==> src/sv/prs_pkg.sv <==
package prs_pkg;

    // Defaults for the top-level parameters.
    localparam int DEF_WINDOW_DEPTH = 8;
    localparam int DEF_ADC_BITS     = 12;

    // Fixed field widths.
    localparam int MV_W      = 20;
    localparam int TIME_W    = 32;
    localparam int SCALE_W   = 5;
    localparam int REF_W     = 16;
    localparam int CFG_W     = 32;
    localparam int CFG_IDX_W = 3;
    localparam int CODE_W    = 3;

    localparam logic [MV_W-1:0] MV_MAX = '1;

    // Configuration register indexes.
    localparam logic [CFG_IDX_W-1:0] CFG_UNDERVOLT = 3'd0;
    localparam logic [CFG_IDX_W-1:0] CFG_OVERVOLT  = 3'd1;
    localparam logic [CFG_IDX_W-1:0] CFG_RISE      = 3'd2;
    localparam logic [CFG_IDX_W-1:0] CFG_SETTLE    = 3'd3;
    localparam logic [CFG_IDX_W-1:0] CFG_SCALE     = 3'd4;
    localparam logic [CFG_IDX_W-1:0] CFG_REF       = 3'd5;
    localparam logic [CFG_IDX_W-1:0] CFG_USE_SRC   = 3'd6;
    localparam logic [CFG_IDX_W-1:0] CFG_USE_FB    = 3'd7;

    // Rail state codes on the result channel.
    localparam logic [CODE_W-1:0] CODE_OFF      = 3'd0;
    localparam logic [CODE_W-1:0] CODE_ENABLED  = 3'd1;
    localparam logic [CODE_W-1:0] CODE_SETTLING = 3'd2;
    localparam logic [CODE_W-1:0] CODE_STABLE   = 3'd3;
    localparam logic [CODE_W-1:0] CODE_FAULT    = 3'd4;

    // Request commands.
    localparam logic CMD_SET  = 1'b0;
    localparam logic CMD_TICK = 1'b1;

    // Commands from the sequencer to the datapath.
    typedef struct packed {
        logic capture;
        logic mul_scale;
        logic mul_ref;
        logic remove;
        logic insert;
        logic median;
        logic step;
    } t_dp_cmd;

    // Status from the datapath to the sequencer.
    typedef struct packed {
        logic sample_in;
        logic window_full;
        logic out_busy;
    } t_dp_status;

endpackage

==> src/sv/power_rail_supervisor.sv <==
// Channel   Direction  Handshake                  Payload
// request   in         i_in_valid / o_in_ready    i_cmd .. i_good_active
// result    out        o_out_valid / i_out_ready  o_rail_state .. o_filtered_mv
// config    in         i_cfg_we (no wait)         i_cfg_index, i_cfg_data
//
// A set request or a tick without a usable sample goes from acceptance straight to the step state.
// A tick with a fresh valid sample takes a longer path, with a removal when the window is full; the
// sequencer walks two multiplier stages, the sorted-window update and the median read.
// Reset is synchronous and active low; the sample window itself is not cleared.
// A new request is taken while the previous result waits; a stalled result holds the
// sequencer in its last step.
module power_rail_supervisor #(
    parameter int WINDOW_DEPTH = prs_pkg::DEF_WINDOW_DEPTH,
    parameter int ADC_BITS     = prs_pkg::DEF_ADC_BITS
) (
    input  logic                          i_clk,
    input  logic                          i_rst_n,
    input  logic                          i_cfg_we,
    input  logic [prs_pkg::CFG_IDX_W-1:0] i_cfg_index,
    input  logic [prs_pkg::CFG_W-1:0]     i_cfg_data,
    input  logic                          i_in_valid,
    output logic                          o_in_ready,
    input  logic                          i_cmd,
    input  logic                          i_enable,
    input  logic [prs_pkg::TIME_W-1:0]    i_timer_value,
    input  logic                          i_adc_new,
    input  logic [ADC_BITS-1:0]           i_adc_sample,
    input  logic                          i_adc_invalid,
    input  logic                          i_source_stable,
    input  logic                          i_fault_active,
    input  logic                          i_good_active,
    output logic                          o_out_valid,
    input  logic                          i_out_ready,
    output logic [prs_pkg::CODE_W-1:0]    o_rail_state,
    output logic                          o_state_changed,
    output logic                          o_enable_drive,
    output logic                          o_rail_good,
    output logic [prs_pkg::MV_W-1:0]      o_filtered_mv
);

    prs_pkg::t_dp_cmd    dp_cmd;
    prs_pkg::t_dp_status dp_status;

    prs_ctrl u_ctrl (
        .i_clk      (i_clk),
        .i_rst_n    (i_rst_n),
        .i_in_valid (i_in_valid),
        .o_in_ready (o_in_ready),
        .i_status   (dp_status),
        .o_cmd      (dp_cmd)
    );

    prs_datapath #(
        .WINDOW_DEPTH (WINDOW_DEPTH),
        .ADC_BITS     (ADC_BITS)
    ) u_datapath (
        .i_clk           (i_clk),
        .i_rst_n         (i_rst_n),
        .i_cfg_we        (i_cfg_we),
        .i_cfg_index     (i_cfg_index),
        .i_cfg_data      (i_cfg_data),
        .i_cmd           (i_cmd),
        .i_enable        (i_enable),
        .i_timer_value   (i_timer_value),
        .i_adc_new       (i_adc_new),
        .i_adc_sample    (i_adc_sample),
        .i_adc_invalid   (i_adc_invalid),
        .i_source_stable (i_source_stable),
        .i_fault_active  (i_fault_active),
        .i_good_active   (i_good_active),
        .i_out_ready     (i_out_ready),
        .i_dp_cmd        (dp_cmd),
        .o_status        (dp_status),
        .o_out_valid     (o_out_valid),
        .o_rail_state    (o_rail_state),
        .o_state_changed (o_state_changed),
        .o_enable_drive  (o_enable_drive),
        .o_rail_good     (o_rail_good),
        .o_filtered_mv   (o_filtered_mv)
    );

endmodule

==> src/sv/prs_ctrl.sv <==
module prs_ctrl (
    input  logic                i_clk,
    input  logic                i_rst_n,
    input  logic                i_in_valid,
    output logic                o_in_ready,
    input  prs_pkg::t_dp_status i_status,
    output prs_pkg::t_dp_cmd    o_cmd
);

    typedef enum logic [6:0] {
        S_IDLE   = 7'b0000001,
        S_MUL1   = 7'b0000010,
        S_MUL2   = 7'b0000100,
        S_REMOVE = 7'b0001000,
        S_INSERT = 7'b0010000,
        S_MEDIAN = 7'b0100000,
        S_STEP   = 7'b1000000
    } t_ctrl_state;

    t_ctrl_state r_state;
    t_ctrl_state n_state;
    logic        accept;

    assign o_in_ready = (r_state == S_IDLE);
    assign accept     = i_in_valid && o_in_ready;

    always_comb begin
        n_state = r_state;
        unique case (r_state)
            S_IDLE: begin
                if (accept) begin
                    n_state = i_status.sample_in ? S_MUL1 : S_STEP;
                end
            end
            S_MUL1:   n_state = S_MUL2;
            S_MUL2: begin
                // A full window first drops the sample that is about to be overwritten.
                n_state = i_status.window_full ? S_REMOVE : S_INSERT;
            end
            S_REMOVE: n_state = S_INSERT;
            S_INSERT: n_state = S_MEDIAN;
            S_MEDIAN: n_state = S_STEP;
            S_STEP: begin
                if (!i_status.out_busy) begin
                    n_state = S_IDLE;
                end
            end
            default:  n_state = S_IDLE;
        endcase
    end

    always_ff @(posedge i_clk) begin
        if (!i_rst_n) begin
            r_state <= S_IDLE;
        end else begin
            r_state <= n_state;
        end
    end

    always_comb begin
        o_cmd           = '0;
        o_cmd.capture   = accept;
        o_cmd.mul_scale = (r_state == S_MUL1);
        o_cmd.mul_ref   = (r_state == S_MUL2);
        o_cmd.remove    = (r_state == S_REMOVE);
        o_cmd.insert    = (r_state == S_INSERT);
        o_cmd.median    = (r_state == S_MEDIAN);
        o_cmd.step      = (r_state == S_STEP) && !i_status.out_busy;
    end

    a_accept_leaves_idle: assert property (@(posedge i_clk) disable iff (!i_rst_n)
        accept |=> (r_state != S_IDLE))
        else $error("request accepted but sequencer stayed idle");

endmodule

==> src/sv/prs_datapath.sv <==
module prs_datapath #(
    parameter int WINDOW_DEPTH = prs_pkg::DEF_WINDOW_DEPTH,
    parameter int ADC_BITS     = prs_pkg::DEF_ADC_BITS
) (
    input  logic                               i_clk,
    input  logic                               i_rst_n,
    input  logic                               i_cfg_we,
    input  logic [prs_pkg::CFG_IDX_W-1:0]      i_cfg_index,
    input  logic [prs_pkg::CFG_W-1:0]          i_cfg_data,
    input  logic                               i_cmd,
    input  logic                               i_enable,
    input  logic [prs_pkg::TIME_W-1:0]         i_timer_value,
    input  logic                               i_adc_new,
    input  logic [ADC_BITS-1:0]                i_adc_sample,
    input  logic                               i_adc_invalid,
    input  logic                               i_source_stable,
    input  logic                               i_fault_active,
    input  logic                               i_good_active,
    input  logic                               i_out_ready,
    input  prs_pkg::t_dp_cmd                   i_dp_cmd,
    output prs_pkg::t_dp_status                o_status,
    output logic                               o_out_valid,
    output logic [prs_pkg::CODE_W-1:0]         o_rail_state,
    output logic                               o_state_changed,
    output logic                               o_enable_drive,
    output logic                               o_rail_good,
    output logic [prs_pkg::MV_W-1:0]           o_filtered_mv
);

    localparam int MV_W   = prs_pkg::MV_W;
    localparam int TIME_W = prs_pkg::TIME_W;
    localparam int SLOT_W = (WINDOW_DEPTH > 1) ? $clog2(WINDOW_DEPTH) : 1;
    localparam int CNT_W  = $clog2(WINDOW_DEPTH + 1);
    localparam int P1_W   = ADC_BITS + prs_pkg::SCALE_W;
    localparam int P2_W   = P1_W + prs_pkg::REF_W;
    localparam int HI_W   = P2_W - ADC_BITS;

    localparam logic [CNT_W-1:0]  DEPTH_C   = CNT_W'(WINDOW_DEPTH);
    localparam logic [SLOT_W-1:0] LAST_SLOT = SLOT_W'(WINDOW_DEPTH - 1);

    typedef enum logic [4:0] {
        RAIL_OFF      = 5'b00001,
        RAIL_ENABLED  = 5'b00010,
        RAIL_SETTLING = 5'b00100,
        RAIL_STABLE   = 5'b01000,
        RAIL_FAULT    = 5'b10000
    } t_rail;

    function automatic logic [prs_pkg::CODE_W-1:0] rail_code(input t_rail m);
        logic [prs_pkg::CODE_W-1:0] c;
        unique case (m)
            RAIL_OFF:      c = prs_pkg::CODE_OFF;
            RAIL_ENABLED:  c = prs_pkg::CODE_ENABLED;
            RAIL_SETTLING: c = prs_pkg::CODE_SETTLING;
            RAIL_STABLE:   c = prs_pkg::CODE_STABLE;
            RAIL_FAULT:    c = prs_pkg::CODE_FAULT;
            default:       c = prs_pkg::CODE_OFF;
        endcase
        return c;
    endfunction

    // The pins only count once the rail has reached the stable or fault state.
    function automatic logic rail_good_f(input t_rail m, input logic v_ok,
                                         input logic fb_en, input logic pins_ok);
        logic fb_ok;
        fb_ok = !(fb_en && ((m == RAIL_STABLE) || (m == RAIL_FAULT))) || pins_ok;
        return (m != RAIL_OFF) && v_ok && fb_ok;
    endfunction

    // Configuration registers.
    logic [MV_W-1:0]             r_undervolt;
    logic [MV_W-1:0]             r_overvolt;
    logic [TIME_W-1:0]           r_rise;
    logic [TIME_W-1:0]           r_settle;
    logic [prs_pkg::SCALE_W-1:0] r_scale;
    logic [prs_pkg::REF_W-1:0]   r_ref;
    logic                        r_use_src;
    logic                        r_use_fb;

    // Captured request.
    logic                r_is_tick;
    logic                r_enable;
    logic [TIME_W-1:0]   r_timer_value;
    logic [ADC_BITS-1:0] r_sample;
    logic                r_source_stable;
    logic                r_fault;
    logic                r_good;

    // Conversion and window.
    logic [P1_W-1:0]   r_prod1;
    logic [P2_W-1:0]   prod2;
    logic [HI_W-1:0]   prod_hi;
    logic [MV_W-1:0]   r_mv;
    logic [MV_W-1:0]   r_old;
    logic [MV_W-1:0]   r_window [WINDOW_DEPTH];
    logic [MV_W-1:0]   r_sorted [WINDOW_DEPTH];
    logic [MV_W-1:0]   removed  [WINDOW_DEPTH];
    logic [MV_W-1:0]   inserted [WINDOW_DEPTH];
    logic [WINDOW_DEPTH-1:0] pref;
    logic [WINDOW_DEPTH-1:0] gt;
    logic              hit_run;
    logic [CNT_W-1:0]  r_count;
    logic [SLOT_W-1:0] r_slot;
    logic [MV_W-1:0]   r_voltage;

    // Rail state.
    t_rail             r_rail;
    t_rail             n_rail;
    logic [TIME_W-1:0] r_mark;
    logic [TIME_W-1:0] n_mark;
    logic [TIME_W-1:0] since_mark;
    logic              v_ok;
    logic              pins_ok;
    logic              good_cur;

    // Result register.
    logic                        r_out_valid;
    logic [prs_pkg::CODE_W-1:0]  r_out_state;
    logic                        r_out_changed;
    logic                        r_out_drive;
    logic                        r_out_good;
    logic [MV_W-1:0]             r_out_mv;

    always_ff @(posedge i_clk) begin
        if (!i_rst_n) begin
            r_undervolt <= '0;
            r_overvolt  <= prs_pkg::MV_MAX;
            r_rise      <= TIME_W'(1000);
            r_settle    <= TIME_W'(100);
            r_scale     <= prs_pkg::SCALE_W'(1);
            r_ref       <= prs_pkg::REF_W'(3300);
            r_use_src   <= 1'b0;
            r_use_fb    <= 1'b0;
        end else if (i_cfg_we) begin
            unique case (i_cfg_index)
                prs_pkg::CFG_UNDERVOLT: r_undervolt <= i_cfg_data[MV_W-1:0];
                prs_pkg::CFG_OVERVOLT:  r_overvolt  <= i_cfg_data[MV_W-1:0];
                prs_pkg::CFG_RISE:      r_rise      <= i_cfg_data[TIME_W-1:0];
                prs_pkg::CFG_SETTLE:    r_settle    <= i_cfg_data[TIME_W-1:0];
                prs_pkg::CFG_SCALE:     r_scale     <= i_cfg_data[prs_pkg::SCALE_W-1:0];
                prs_pkg::CFG_REF:       r_ref       <= i_cfg_data[prs_pkg::REF_W-1:0];
                prs_pkg::CFG_USE_SRC:   r_use_src   <= i_cfg_data[0];
                prs_pkg::CFG_USE_FB:    r_use_fb    <= i_cfg_data[0];
            endcase
        end
    end

    always_ff @(posedge i_clk) begin
        if (i_dp_cmd.capture) begin
            r_is_tick       <= (i_cmd == prs_pkg::CMD_TICK);
            r_enable        <= i_enable;
            r_timer_value   <= i_timer_value;
            r_sample        <= i_adc_sample;
            r_source_stable <= i_source_stable;
            r_fault         <= i_fault_active;
            r_good          <= i_good_active;
        end
    end

    // Two multiplier stages: sample times divider gain, then times the reference.
    assign prod2   = P2_W'(r_prod1) * P2_W'(r_ref);
    assign prod_hi = prod2[P2_W-1:ADC_BITS];

    always_ff @(posedge i_clk) begin
        if (i_dp_cmd.mul_scale) begin
            r_prod1 <= P1_W'(r_sample) * P1_W'(r_scale);
            r_old   <= r_window[r_slot];
        end
        if (i_dp_cmd.mul_ref) begin
            r_mv <= (prod_hi > HI_W'(prs_pkg::MV_MAX)) ? prs_pkg::MV_MAX : prod_hi[MV_W-1:0];
        end
        if (i_dp_cmd.insert) begin
            r_window[r_slot] <= r_mv;
        end
    end

    // The sorted copy drops one occurrence of the outgoing sample, then takes the new one.
    always_comb begin
        hit_run = 1'b0;
        for (int k = 0; k < WINDOW_DEPTH; k++) begin
            hit_run     = hit_run | (r_sorted[k] == r_old);
            pref[k]     = hit_run;
            removed[k]  = r_sorted[k];
            gt[k]       = (CNT_W'(k) >= r_count) || (r_sorted[k] > r_mv);
        end
        for (int k = 0; k < WINDOW_DEPTH - 1; k++) begin
            if (pref[k]) begin
                removed[k] = r_sorted[k + 1];
            end
        end
        inserted[0] = gt[0] ? r_mv : r_sorted[0];
        for (int k = 1; k < WINDOW_DEPTH; k++) begin
            if (!gt[k]) begin
                inserted[k] = r_sorted[k];
            end else if (!gt[k - 1]) begin
                inserted[k] = r_mv;
            end else begin
                inserted[k] = r_sorted[k - 1];
            end
        end
    end

    always_ff @(posedge i_clk) begin
        if (i_dp_cmd.remove) begin
            r_sorted <= removed;
        end else if (i_dp_cmd.insert) begin
            r_sorted <= inserted;
        end
    end

    always_ff @(posedge i_clk) begin
        if (!i_rst_n) begin
            r_count   <= '0;
            r_slot    <= '0;
            r_voltage <= '0;
        end else begin
            if (i_dp_cmd.remove) begin
                r_count <= r_count - CNT_W'(1);
            end else if (i_dp_cmd.insert) begin
                r_count <= r_count + CNT_W'(1);
                r_slot  <= (r_slot == LAST_SLOT) ? '0 : r_slot + SLOT_W'(1);
            end
            if (i_dp_cmd.median) begin
                r_voltage <= r_sorted[SLOT_W'(r_count >> 1)];
            end
        end
    end

    assign since_mark = r_timer_value - r_mark;
    assign v_ok       = (r_voltage >= r_undervolt) && (r_voltage <= r_overvolt);
    assign pins_ok    = !r_fault && r_good;
    assign good_cur   = rail_good_f(r_rail, v_ok, r_use_fb, pins_ok);

    always_comb begin
        n_rail = r_rail;
        n_mark = r_mark;
        if (!r_is_tick) begin
            if (r_enable) begin
                if (r_rail == RAIL_OFF) begin
                    n_mark = r_timer_value;
                    n_rail = RAIL_ENABLED;
                end
            end else begin
                n_rail = RAIL_OFF;
            end
        end else begin
            unique case (r_rail)
                RAIL_ENABLED: begin
                    if (!r_use_src || r_source_stable) begin
                        if (since_mark >= r_rise) begin
                            n_rail = RAIL_FAULT;
                        end else if (good_cur) begin
                            n_mark = r_timer_value;
                            n_rail = RAIL_SETTLING;
                        end
                    end
                end
                RAIL_SETTLING: begin
                    if (since_mark >= r_settle) begin
                        n_rail = good_cur ? RAIL_STABLE : RAIL_FAULT;
                    end
                end
                RAIL_STABLE: begin
                    if (!good_cur) begin
                        n_rail = RAIL_FAULT;
                    end
                end
                RAIL_FAULT: begin
                    if (good_cur) begin
                        n_mark = r_timer_value;
                        n_rail = RAIL_SETTLING;
                    end
                end
                default: n_rail = r_rail;
            endcase
        end
    end

    always_ff @(posedge i_clk) begin
        if (!i_rst_n) begin
            r_rail      <= RAIL_OFF;
            r_mark      <= '0;
            r_out_valid <= 1'b0;
        end else begin
            if (i_dp_cmd.step) begin
                r_rail      <= n_rail;
                r_mark      <= n_mark;
                r_out_valid <= 1'b1;
            end else if (i_out_ready) begin
                r_out_valid <= 1'b0;
            end
        end
    end

    always_ff @(posedge i_clk) begin
        if (i_dp_cmd.step) begin
            r_out_state   <= rail_code(n_rail);
            r_out_changed <= (n_rail != r_rail);
            r_out_drive   <= (n_rail != RAIL_OFF);
            r_out_good    <= rail_good_f(n_rail, v_ok, r_use_fb, pins_ok);
            r_out_mv      <= r_voltage;
        end
    end

    assign o_status.sample_in   = (i_cmd == prs_pkg::CMD_TICK) && i_adc_new && !i_adc_invalid;
    assign o_status.window_full = (r_count == DEPTH_C);
    assign o_status.out_busy    = r_out_valid && !i_out_ready;

    assign o_out_valid     = r_out_valid;
    assign o_rail_state    = r_out_state;
    assign o_state_changed = r_out_changed;
    assign o_enable_drive  = r_out_drive;
    assign o_rail_good     = r_out_good;
    assign o_filtered_mv   = r_out_mv;

    a_count_bound: assert property (@(posedge i_clk) disable iff (!i_rst_n)
        r_count <= DEPTH_C)
        else $error("window count beyond depth");

    a_remove_when_full: assert property (@(posedge i_clk) disable iff (!i_rst_n)
        i_dp_cmd.remove |-> (r_count == DEPTH_C))
        else $error("sample removed from a window that is not full");

    a_insert_counts: assert property (@(posedge i_clk) disable iff (!i_rst_n)
        i_dp_cmd.insert |=> (r_count == $past(r_count) + CNT_W'(1)))
        else $error("insert did not grow the window");

    a_step_gives_result: assert property (@(posedge i_clk) disable iff (!i_rst_n)
        i_dp_cmd.step |=> o_out_valid)
        else $error("step did not present a result");

endmodule
==> config.mk <==
export PLATFORM = sky130hd
export DESIGN_NAME = power_rail_supervisor
export DESIGN_NICKNAME = d
export VERILOG_FILES = /design/src/sv/prs_pkg.sv /design/src/sv/power_rail_supervisor.sv /design/src/sv/prs_ctrl.sv /design/src/sv/prs_datapath.sv
export SDC_FILE = /design/constraint.sdc
export NUM_CORES = 2
export LEC_CHECK = 0
export ABC_AREA = 1
export BUFFER_PORTS_ARGS = -buffer_cell sky130_fd_sc_hd__buf_4
export CAP_MARGIN = 5
export CORE_ASPECT_RATIO = 1.25
export CORE_MARGIN = 4
export CORE_UTILIZATION = 60
export CTS_BUF_LIST = sky130_fd_sc_hd__clkbuf_8
export DETAILED_ROUTE_END_ITERATION = 6
export PLACE_DENSITY_LB_ADDON = 0.2
export SYNTH_ARGS = -nofsm -noshare
export SYNTH_HDL_FRONTEND = slang
export SYNTH_SLANG_ARGS = --single-unit
==> constraint.sdc <==
create_clock -name i_clk -period 8 [get_ports i_clk]
set_input_delay 0.8 -clock i_clk [delete_from_list [all_inputs] [get_ports i_clk]]
set_output_delay 0.8 -clock i_clk [all_outputs]
set_load 0.01 [all_outputs]
After elaboration in Yosys (flattened, before gate mapping). Memory sizes are Yosys's and may differ from the RTL's. A register that Yosys moved wholly into a read port is not among the register bits. Index checks and enable logic that the tools add are counted.

Register bits: 471. Output and inout bits: 28. Word-level logic and storage cells: 242. Bits in writable memories: 160. Memories: 1. Bits of input ports: 91.

Equality and inequality tests: 47. Bitwise gates (word level): 8. Multiplexer cells: 57. Multiply operators: 2. $lt $le $gt $ge: 22. Reductions and logical operators: 64. Add/subtract/negate cells: 4.

Memories: u_datapath.r_window (words 8, width 20, rd ports 1, clocked after Yosys merged registers in 1, wr ports 1, RTL line prs_datapath.sv:95) `logic [MV_W-1:0] r_window [WINDOW_DEPTH];`.

Operators with widths (count): $mux 20 (24); $mux 160 (2); $mux 32 (6); $gt 20x20->1 (8); $eq 20x20->1 (7); $ge 32x32->1 (2); $pmux 32 s2 (1); $bmux 20 s3 (1); $mux 5 (10); $pmux 7 s7 (1); $mul 17x16->33 (1); $sub 32x32->32 (1); $reduce_and 3->1 (8); $reduce_bool 2->1 (11); $gt 21x20->1 const B (1); $mux 7 (3); $ge 20x20->1 (1); $le 20x20->1 (1); $pmux 5 s4 (1); $reduce_and 2->1 (10); $mul 12x5->17 (1); $ge 3x4->1 const A (4); $eq 3x3->1 const B (5); $ne 2x1->1 const B (7); other kinds (37) (87).

Logic depth before layout (Yosys ltp).
Depth in word-level cells: 17. Mapped depth: 33. Depth with buffers taken out: 33.

Modules after synthesis. A second synthesis with hierarchy kept.

Cell total of the unflattened synthesis: 5417. Area total of the unflattened synthesis: 46545.9 µm².

Modules (own cells, without submodules): prs_datapath (cells an instance 5346, area an instance 46086.7 µm², seq. area each 17416.7 µm², instances 1); prs_ctrl (cells an instance 71, area an instance 459.2 µm², seq. area each 140.1 µm², instances 1).

Worst setup path after synthesis. Ideal clock, no wire load.

Kind: flip-flop to flip-flop. From: reg u_datapath.r_ref[3] (netlist bit). To: reg u_datapath.r_mv[15] (data pin). Clock period less this slack: 6.028 ns. Setup slack: 1.972 ns. Library setup time: 0.257 ns. Buffers on the path: 2. Required time: 7.743 ns. Cell stages (with the launch flop): 25. Arrival: 5.771 ns. Cells stage by stage: dfxtp_1 > clkbuf_1 > clkbuf_1 > nand2_1 > fa_1 > fa_1 > fa_1 > inv_1 > fa_1 > fa_1 > inv_1 > fa_1 > inv_1 > ha_1 > a21o_1 > a31oi_1 > nand2_1 > o21bai_2 > a21oi_2 > o21ai_2 > a21boi_1 > nor2_1 > nor2_1 > xor2_1 > nand2_1.

Word-level cells in the longest chain between the ends: 2.

RTL lines: start: declaration (RTL line prs_datapath.sv:76) `logic [prs_pkg::REF_W-1:0] r_ref;`; start signal: assignment (RTL line prs_datapath.sv:131) `r_ref <= prs_pkg::REF_W'(3300);`; start signal: assignment (RTL line prs_datapath.sv:141) `prs_pkg::CFG_REF: r_ref <= i_cfg_data[prs_pkg::REF_W-1:0];`; $mul 17x16->33 * (RTL line prs_datapath.sv:161) `assign prod2 = P2_W'(r_prod1) * P2_W'(r_ref);`; $gt 21x20->1 (RTL line prs_datapath.sv:170) `r_mv <= (prod_hi > HI_W'(prs_pkg::MV_MAX)) ? prs_pkg::MV_MAX : prod_hi[MV_W-1:0];`; end signal: assignment (RTL line prs_datapath.sv:170); end: declaration (RTL line prs_datapath.sv:93) `logic [MV_W-1:0] r_mv;`.

Mark *: on every way between the ends. The rest lies on a longest branch, timed or not. A chain may end at the register's enable or synchronous reset.

Worst setup path in the final report.
From: reg u_datapath.r_ref[3] (netlist bit). To: reg u_datapath.r_mv[8] (data pin).

Same word-level chain as after synthesis.

==> results.txt <==
first-pass GRT wire length: 213000 µm
Worst-path clk slew: 60 ps
slew margin rel.: 13.7%
R2R Setup Slk: 1180 ps
TritonCTS Buffers: 105
Post-synth EDFFs: 452
largest area contributor in the netlist: edfxtp_1
sequential fraction of the synthesis area: 37.5%
post-synth net total: 6148
Final setup viols: 0
Syn Area/Cell: 8.69 µm²
core footprint: 77300 µm²
DRC: 0
ratio of cells with drive above 1 in the final layout: 8.39%
worst-path fanout max: 20
CP Capture Type: flop
Core Util, Final: 66.2%
dpl hpwl: 99700 µm
flops & latches, synth: 651
synthesized area: 46800 µm²
RePlAce Congestion: 1.02
global-route usage over all layers: 33.1%
TritonCTS clock tree: done
Cell variety after synth: 64
worst reg2reg path depth: 21
Slew Viols, Final: 0
Iter 0 DRT Violations: 3803
synth cell count leaders: nand2_1, inv_1, o21ai_0
Routed WL per cell: 21.1 µm
WL final: 138000 µm
worst hold-check path type: input pin to flop
fin crit period: 6820 ps
area grow syn2layout: 9.26%
Die H: 320 µm
Detail Route Antenna Nets: 0
Synth top area share: 29.0%
cell with the most instances after synthesis: nand2_1
number of global-route vias before repair: 38203
Final Hold Violating Endpoints: 0
fin cells: 6562
H-tree depth: 3
Synth async-reset ratio: 0%
Overflow after GRT: 0
Max Root-Sink Buffers: 3
RSZ-0062 raised after global routing: no
Root Buffer: clkbuf_8
post-route clock period utilization: 85.2%
drt pass-1 iters: 6
CTS sink cnt: 651
Min Hold Slack: 213 ps
Post-CTS Setup Inserts: 0
PostCTS Resize Cnt: 0
largest net degree at the start of global routing: 90
maximum VDD drop: 0.185 mV
Crit Path Class: flop to flop
worst-skew pair later-pin latency: 780 ps
Sum Neg Setup Slack: 0 ps
RR Startpoint: u_datapath.r_ref[3]
crit path launch: u_datapath.r_ref[3]
CTS hold repair buffers: 0
Critical Path Sink: u_datapath.r_mv[8]
final net count: 6182
Yosys warnings: 0
via count: 38784
Critical Path RT: 8470 ps
Worst-Margin Slew: 1290 ps
LEAKAGE: 23.2 nW
top cells by area, synth: edfxtp_1, ha_1, fa_1
Syn Inst Count: 5391
MaxCap Viol Count: 0
crit path launch type: flop
IO Port Bufs: 118
CP Data Arrival Time: 7280 ps
Max Clk Rate: 0.147 GHz
std cell rows: 114
Main synth FF type: edfxtp_1
initial antenna violation count: 2
status: finished, final reports clean
Horiz. Die Dim: 258 µm
num ports: 119
reg2reg end: u_datapath.r_mv[8]
worst clock skew: 36.2 ps
Cell Pwr Density: 190 nW/µm²
Die Footprint: 82600 µm²
starting density of the core: 60.6%
vias per std cell: 5.91
placed insts: 6362
[registers in the layout, indices dropped and copies added, names as in the netlist, 7 cells and up]
register / flops
u_datapath.r_sorted: 160
u_datapath.r_window: 160
u_datapath.r_mark: 32
u_datapath.r_settle: 32
u_datapath.r_old: 20
u_datapath.r_voltage: 20
u_datapath.r_rise: 32
u_datapath.r_timer_value: 32
u_datapath.r_prod1: 17
u_datapath.r_undervolt: 20
u_ctrl.r_state: 7
u_datapath.r_mv: 20
u_datapath.r_ref: 16
u_datapath.r_sample: 12
u_datapath.r_overvolt: 20
u_datapath.o_filtered_mv: 20
[critical path: stages (launching register included)]
cell and delay (ps):
dfxtp_1 800, nand2_1 170, fa_1 590, fa_1 430, fa_1 510, fa_1 500
inv_1 50, fa_1 520, inv_1 50, fa_1 530, inv_1 40, ha_1 320
nand2_1 100, nor4_1 310, a21oi_1 190, o21bai_1 370, nand3_1 130, nand2_1 150
a21oi_1 100, xnor2_1 140, inv_1 420, nand3_1 130
[through the flow]
step | worst slack [ps] | total power [mW] | instance area (µm²)
floorplan | 1970 | 5.68 | 46800
global placement | 1350 | 6.18 | 48600
detailed placement | 1250 | 6.25 | 48600
CTS | 1220 | 9.73 | 51200
global route | 674 | 10.3 | 51200
finish | 1180 | 9.70 | 51200
[area by class of cell]
cell class	count	area [µm²]
Antenna cell	2	5.00
Clock buffer	111	1530
Clock inverter	87	996
Fill cell	6418	26100
Inverter	887	3330
Multi-Input combinational cell	3601	25100
Sequential cell	651	17600
Tap cell	1044	1310
Timing Repair Buffer	179	1340
[metal layers]
metal / part of all wire, % / up-vias / track usage [%] / wire length (µm)
met5: 0.0094 / - / 0 / 13
met4: 7.4 / 2 / 21.0 / 10200
met3: 8.5 / 470 / 5.35 / 11800
met2: 47 / 1983 / 55.0 / 65000
met1: 37 / 18243 / 40.4 / 51400
li1: - / 18086 / - / -
[power breakdown]
group / switching (mW) / internal (mW)
registers: 0.0524 / 3.72
logic: 1.45 / 0.961
clock network: 1.49 / 2.02
total: 3.00 / 6.70
[how the worst min path moves through the flow]
stage                                    startpoint                            to  slack, ps  cells after the start
final                             i_timer_value[18]  u_datapath.r_timer_value[18]        210                      1
after global routing               i_timer_value[3]   u_datapath.r_timer_value[3]        180                      1
after detailed placement  u_datapath.r_undervolt[2]     u_datapath.r_undervolt[2]        450                      2
after CTS                          i_timer_value[3]   u_datapath.r_timer_value[3]        160                      1
after floorplan             u_datapath.r_voltage[0]   u_datapath.o_filtered_mv[0]        410                      0
after global placement    u_datapath.r_undervolt[5]     u_datapath.r_undervolt[5]        440                      2
[cell families after synthesis]
group / after synthesis / synth area share, %
flops: 651 / 37.5
fa+ha+maj: 666 / 21.6
compound gates: 1215 / 15.1
xor+xnor: 128 / 2.39
buf+inv: 1139 / 9.30
simple gates: 1592 / 14.1
[placed cells by master, fill, tap and decap left out, drive strengths merged, types with 15 or more instances in the layout]
| cell | n |
|---|---|
| a22o | 15 |
| xnor2 | 41 |
| dfxtp | 199 |
| nor3 | 42 |
| xor2 | 87 |
| buf | 179 |
| o21ai | 476 |
| fa | 238 |
| ha | 428 |
| clkinv | 32 |
| o22ai | 31 |
| o21a | 16 |
| o211ai | 60 |
| inv | 916 |
| edfxtp | 452 |
| nor2 | 255 |
| a21oi | 454 |
| a22oi | 24 |
| a211oi | 49 |
| nand2 | 1068 |
| nor4 | 26 |
| nand4 | 89 |
| a221oi | 21 |
| bufinv | 22 |
| clkbuf | 111 |
| nand3 | 94 |
Note: power is estimated with default switching activity, not from simulation.
